**src/rtl/pbs_pkg.sv**
```systemverilog
// ============================================================================
// pbs_pkg: shared types and constants
// Request structs, particle kinds, widths and fixed-point constants.
// ============================================================================
package pbs_pkg;

    localparam int COUNT_BITS = 20;
    localparam int SUM_W      = 52;
    localparam int ENERGY_W   = 48;

    localparam logic [COUNT_BITS-1:0] COUNT_MAX = {COUNT_BITS{1'b1}};
    localparam logic [19:0]           GRAVITY_Q16 = 20'd642908;

    localparam logic [1:0] QTY_DENSITY  = 2'd0;
    localparam logic [1:0] QTY_PRESSURE = 2'd1;
    localparam logic [1:0] QTY_SPEED    = 2'd2;

    typedef enum logic [1:0] {
        KIND_NORMAL   = 2'd0,
        KIND_BOUNDARY = 2'd1,
        KIND_INACTIVE = 2'd2,
        KIND_IGNORED  = 2'd3
    } pbs_kind_t;

    typedef struct packed {
        logic [1:0]         particle_kind;
        logic signed [31:0] density;
        logic signed [31:0] pressure;
        logic signed [31:0] velocity_x;
        logic signed [31:0] velocity_y;
        logic [30:0]        mass;
        logic signed [31:0] height;
        logic               last_particle;
    } pbs_in_t;

    typedef struct packed {
        logic [1:0]                  quantity;
        logic signed [31:0]          mean_value;
        logic signed [31:0]          min_value;
        logic signed [31:0]          max_value;
        logic [COUNT_BITS-1:0]       normal_count;
        logic [COUNT_BITS-1:0]       boundary_count;
        logic [COUNT_BITS-1:0]       inactive_count;
        logic [ENERGY_W-1:0]         kinetic_total;
        logic signed [ENERGY_W-1:0]  potential_total;
        logic                        last_of_run;
    } pbs_out_t;

    // classified request handed from front to back
    typedef struct packed {
        pbs_kind_t          kind;
        logic signed [31:0] density;
        logic signed [31:0] pressure;
        logic [31:0]        abs_vx;
        logic [31:0]        abs_vy;
        logic [30:0]        mass;
        logic [31:0]        abs_h;
        logic               h_neg;
        logic               last;
    } pbs_item_t;

endpackage

```
**src/rtl/pbs_front.sv**
```systemverilog
// ============================================================================
// pbs_front: request intake
// Classifies each particle, takes magnitudes, and queues it (2 deep).
// ============================================================================
module pbs_front (
    input  logic                aclk,
    input  logic                aresetn,
    input  logic                s_valid,
    output logic                s_ready,
    input  pbs_pkg::pbs_in_t    s_data,
    output logic                q_valid,
    input  logic                q_ready,
    output pbs_pkg::pbs_item_t  q_item
);
    import pbs_pkg::*;

    pbs_item_t  fifo_mem [2];
    logic       wr_ptr_reg, rd_ptr_reg;
    logic [1:0] count_reg;
    pbs_item_t  item_in;
    logic       push, pop;

    always_comb begin
        item_in.kind     = pbs_kind_t'(s_data.particle_kind);
        item_in.density  = s_data.density;
        item_in.pressure = s_data.pressure;
        item_in.abs_vx   = s_data.velocity_x[31] ? (~s_data.velocity_x + 32'd1)
                                                 : s_data.velocity_x;
        item_in.abs_vy   = s_data.velocity_y[31] ? (~s_data.velocity_y + 32'd1)
                                                 : s_data.velocity_y;
        item_in.mass     = s_data.mass;
        item_in.abs_h    = s_data.height[31] ? (~s_data.height + 32'd1) : s_data.height;
        item_in.h_neg    = s_data.height[31];
        item_in.last     = s_data.last_particle;
    end

    assign s_ready = (count_reg != 2'd2);
    assign q_valid = (count_reg != 2'd0);
    assign q_item  = fifo_mem[rd_ptr_reg];
    assign push    = s_valid && s_ready;
    assign pop     = q_valid && q_ready;

    always_ff @(posedge aclk) begin
        if (push) begin
            fifo_mem[wr_ptr_reg] <= item_in;
        end
    end

    always_ff @(posedge aclk) begin
        if (!aresetn) begin
            wr_ptr_reg <= 1'b0;
            rd_ptr_reg <= 1'b0;
            count_reg  <= 2'd0;
        end else begin
            if (push) wr_ptr_reg <= ~wr_ptr_reg;
            if (pop)  rd_ptr_reg <= ~rd_ptr_reg;
            case ({push, pop})
                2'b10:   count_reg <= count_reg + 2'd1;
                2'b01:   count_reg <= count_reg - 2'd1;
                default: count_reg <= count_reg;
            endcase
        end
    end

endmodule

```
**config.mk**
```make
export PLATFORM = sky130hd
export DESIGN_NAME = pbs_front
export DESIGN_NICKNAME = d
export VERILOG_FILES = /design/src/rtl/pbs_pkg.sv /design/src/rtl/pbs_front.sv
export SDC_FILE = /design/constraint.sdc
export NUM_CORES = 1
export LEC_CHECK = 0
export BUFFER_PORTS_ARGS = -buffer_cell sky130_fd_sc_hd__buf_2
export CORE_MARGIN = 2
export CORE_UTILIZATION = 55
export CTS_BUF_LIST = sky130_fd_sc_hd__clkbuf_8
export DETAILED_ROUTE_END_ITERATION = 8
export PLACE_DENSITY = 0.82
export SYNTH_ARGS = -nofsm -noshare
export SYNTH_HDL_FRONTEND = slang
export SYNTH_SLANG_ARGS = --single-unit
```
**constraint.sdc**
```tcl
create_clock -name aclk -period 17.5 [get_ports aclk]
set_input_delay 0 -clock aclk [delete_from_list [all_inputs] [get_ports aclk]]
set_output_delay 0 -clock aclk [all_outputs]
set_load 0.03 [all_outputs]
```
After elaboration in Yosys (flattened, before gate mapping)
Memory sizes are Yosys's and may differ from the RTL's. A register that Yosys moved wholly into a read port is not among the register bits. Cells that the tools add are included.

Memories: 1. Output and inout port bits: 197. RAM bits: 390. Bits in registers: 4. Logic and storage cells: 29.

Bitwise operators: 5. Reductions and logical operators: 4. Mux-type cells: 8. Equal/unequal tests: 3. Add/sub/neg operators: 5.

Memory list: fifo_mem (words 2, bits a word 195, read ports 1, clocked after memory_dff 1, write ports 1, RTL line pbs_front.sv:17) `pbs_item_t fifo_mem [2];`.

Operator list (number): $add A32 B1 Y32 const B (3); $mux W32 (3); $not A32 Y32 (3); $mux W1 (4); $pmux W2 S2 (1); $reduce_bool A2 Y1 (2); $add A2 B1 Y2 const B (1); $eq A2 B1 Y1 const B (1); $eq A2 B2 Y1 const B (1); $logic_and A1 B1 Y1 (2); $ne A2 B2 Y1 const B (1); $not A1 Y1 (2); $sub A2 B1 Y2 const B (1).

Logic depth before layout (Yosys ltp)
Depth after elaboration: 4. Depth in mapped cells: 6. Mapped depth without buffers: 6.

Worst setup path after synthesis
Ideal clock, no wire load.

Kind: register -> register. From: register count_reg[0]. To: memory fifo_mem[0][0] (netlist bit), enable pin. Cell stages (with the launch flop): 4. Arrival: 8967 ps. Setup slack: 7779 ps. Setup time: 754 ps. Clock period less this slack: 9721 ps. Data required time: 16746 ps. Buffers on the path: 0. Cell sequence: dfxtp_1 -> nand2b_1 -> nand2_1 -> nor2_1.

Word-level cells in the longest chain between the ends: 4.

RTL lines: from (decl) (RTL line pbs_front.sv:19) `logic [1:0] count_reg;`; from (signal assigned) (RTL line pbs_front.sv:58) `2'b10: count_reg <= count_reg + 2'd1;`; from (signal assigned) (RTL line pbs_front.sv:59) `2'b01: count_reg <= count_reg - 2'd1;`; from (signal assigned) (RTL line pbs_front.sv:60) `default: count_reg <= count_reg;`; $ne A2 B2 Y1 (RTL line pbs_front.sv:37) `assign s_ready = (count_reg != 2'd2);`; via s_ready (RTL line pbs_front.sv:9) `output logic s_ready,`; $logic_and A1 B1 Y1 (RTL line pbs_front.sv:40) `assign push = s_valid && s_ready;`; $mux W1 (RTL line pbs_front.sv:44) `if (push) begin`; $mux W1 (implied by the code) (RTL line pbs_front.sv:45) `fifo_mem[wr_ptr_reg] <= item_in;`; to (decl) (RTL line pbs_front.sv:17).

The timed path passes the listed nets, and every way through them passes these cells.

==> flow_summary_export.csv <==
group,metric,value,unit
run_status,outcome,"finished, final reports clean",
yosys,synth_cell_types,31,
sta,fmax,0.255,GHz
critical_path,path_max_fanout,68,
finish,final_area,22000,sq um
drt,vias,11200,
critical_path,crit_path_start_kind,"flop",
sta,fin_crit_sh,22.4,%
placement,gp_congestion,0.848,
yosys,syn_nets,1120,
sta,setup_viol,0,
clocking,clock-sinks,395,
power_and_ir_drop,power.leakage,8.14,nW
grt,grt_max_degree,76,
sta,hold_violations,0,
critical_path,crit_type,"reg2out",
yosys,ys_seq_area_share,72.9,%
critical_path,r2r_cells,5,
placement,dp_hpwl,24900,um
worst_hold_path,hp-start,"s_data[95]",
worst_hold_path,hold_depth,3,
yosys,synthCells,918,
sta,worstMarginPinSlew,1040,ps
placement,dp.cells,1673,
clocking,htree_levels,2,
drt,drtAntennaViolNets,0,
drt,first_pass_iters,5,
clocking,path_clk_slew,70,ps
finish,largest_reg_flops,390,
finish,synthToLayoutAreaGrowth,36.0,%
floorplan,pin_count,395,
drt,vias_per_cell,5.58,
placement,portBuffers,394,
yosys,netlist_area,16200,sq um
floorplan,start_util,56.1,%
clocking,post_cts_resized,0,
critical_path,arrival,3920,ps
floorplan,die_x,176,um
sta,rsz0062_at_grt,"false",
sta,slew_headroom,30.4,%
clocking,cts_hold_buf,221,
grt,first_global_vias,11700,
clocking,insertion_delay,580,ps
clocking,cts_buffers,61,
power_and_ir_drop,power_density,142,nW/um^2
grt,grt_pass1_wl,64900,um
drt,drt_iter0_markers,1032,
finish,layout_commonest_cell,"buf_2",
placement,place_area,18600,sq um
grt,gr-total-overflow,0,
worst_hold_path,hp-class,"in2reg",
clocking,cts_setup_buffers,0,
floorplan,core,28900,sq um
yosys,ys_seq_elements,395,
yosys,syn_area_per_cell,17.6,sq um
power_and_ir_drop,ir_worst_vdd,0.000113,V
floorplan,die_y,176,um
grt,grt_usage,27.5,%
grt,antenna_found_initial,1,
job,max_cap_violations,0,
sta,skew,27.5,ps
finish,drive_above_1_share,42.6,%
finish,final_cell_mix,"buf_2, edfxtp_1, dlygate4sd3_1, mux2_2, xnor2_1",
critical_path,regToRegStartpoint,"count_reg[0]$_SDFFE_PN0P_",
floorplan,die-area,30800,sq um
drt,drc,0,
drt,routed_wl,43000,um
drt,wl_per_cell,21.4,um
critical_path,end_kind,"primary output",
clocking,clock_path_buffers,3,
critical_path,worstPathRequired,17500,ps
clocking,cts_tree,"done",
finish,nNetsFinal,1775,
finish,final_cells,2012,
sta,layout_min_cycle_time,3920,ps
sta,slew_viol_final,0,
sta,setup_tns,0,ps
yosys,yosys_warnings,0,
clocking,cts_root_buf,"clkbuf_8",
floorplan,rows,62,
## per-layer routing
layer,share of wire (%),wire [um],vias up,global-route usage [%]
met3,8.6,3680,140,6.93
met5,0,0,-,0
met2,52,22500,651,49.6
met1,35,14800,5500,30.7
li1,-,-,4937,-
met4,4.6,1970,0,12.7
## layout make-up
type	count	area [sq um]
clock buffer	70	963
sequential	395	11800
clock inverter	46	239
tap	384	480
timing repair buffer	624	4250
antenna	2	5.00
fill	1681	6820
inverter	9	33.8
multi-input combinational	482	4250
## cells by family after synthesis
| family | synth area share, % |
|---|---|
| AO/OA/AOI/OAI | 3.32 |
| XOR/XNOR | 4.92 |
| adder cells (fa/ha/maj) | 0.309 |
| buffers and inverters | 0.950 |
| flip-flops | 72.9 |
| multiplexers | 13.6 |
| AND/OR/NAND/NOR | 4.04 |
## through the flow
step	setup slack (ps)	hold slack [ps]	utilization, %	total power [mW]
floorplan	7780	98.9	-	2.06
global placement	14280	188	64.5	2.30
detailed placement	14230	191	64.5	2.32
CTS	13600	38.1	76.3	3.10
global route	13400	97.0	76.4	3.24
finish	13580	90.6	76.4	3.12
## critical path, stage by stage (launching register included)
cell	delay (ps)
dfxtp_4	930
buf_4	820
buf_4	760
mux2_2	430
buf_2	180
## path summary, 6_finish.rpt
check	slack (ps)	end
worst min-delay path	90	fifo_mem[0][73]$_DFFE_PP_
worst max register to register	14720	fifo_mem[0][95]$_DFFE_PP_
worst max-delay path	13580	q_item[44]
worst min register to register	570	flop
## cells in the mapped netlist (all sizes together)
master | number | area share [%]
nand2 | 31 | 0.72
nor2b | 3 | 0.12
dfxtp | 5 | 0.62
o31ai | 32 | 1.5
nor4bb | 1 | 0.062
nand3 | 9 | 0.28
edfxtp | 390 | 72
or2 | 4 | 0.15
o21ai | 23 | 0.71
or3 | 9 | 0.35
nor3 | 9 | 0.28
nor4 | 10 | 0.39
nor2 | 8 | 0.19
ha | 4 | 0.31
nor3b | 2 | 0.093
clkbuf | 32 | 0.74
nor4b | 2 | 0.15
and3 | 1 | 0.039
nand4b | 1 | 0.054
inv | 9 | 0.21
o41ai | 20 | 1.1
or4 | 10 | 0.56
nand4 | 8 | 0.31
a21boi | 1 | 0.046
nand2b | 5 | 0.19
and2 | 3 | 0.12
mux2 | 195 | 14
xnor2 | 91 | 4.9
## report_power, final
group,internal [mW],switching (mW),total [mW]
combinational,0.372,0.689,1.06
sequential,1.24,0.0701,1.31
clock,0.394,0.359,0.753
total,2.00,1.12,3.12
No activity file was read; power rests on OpenSTA's default activity.
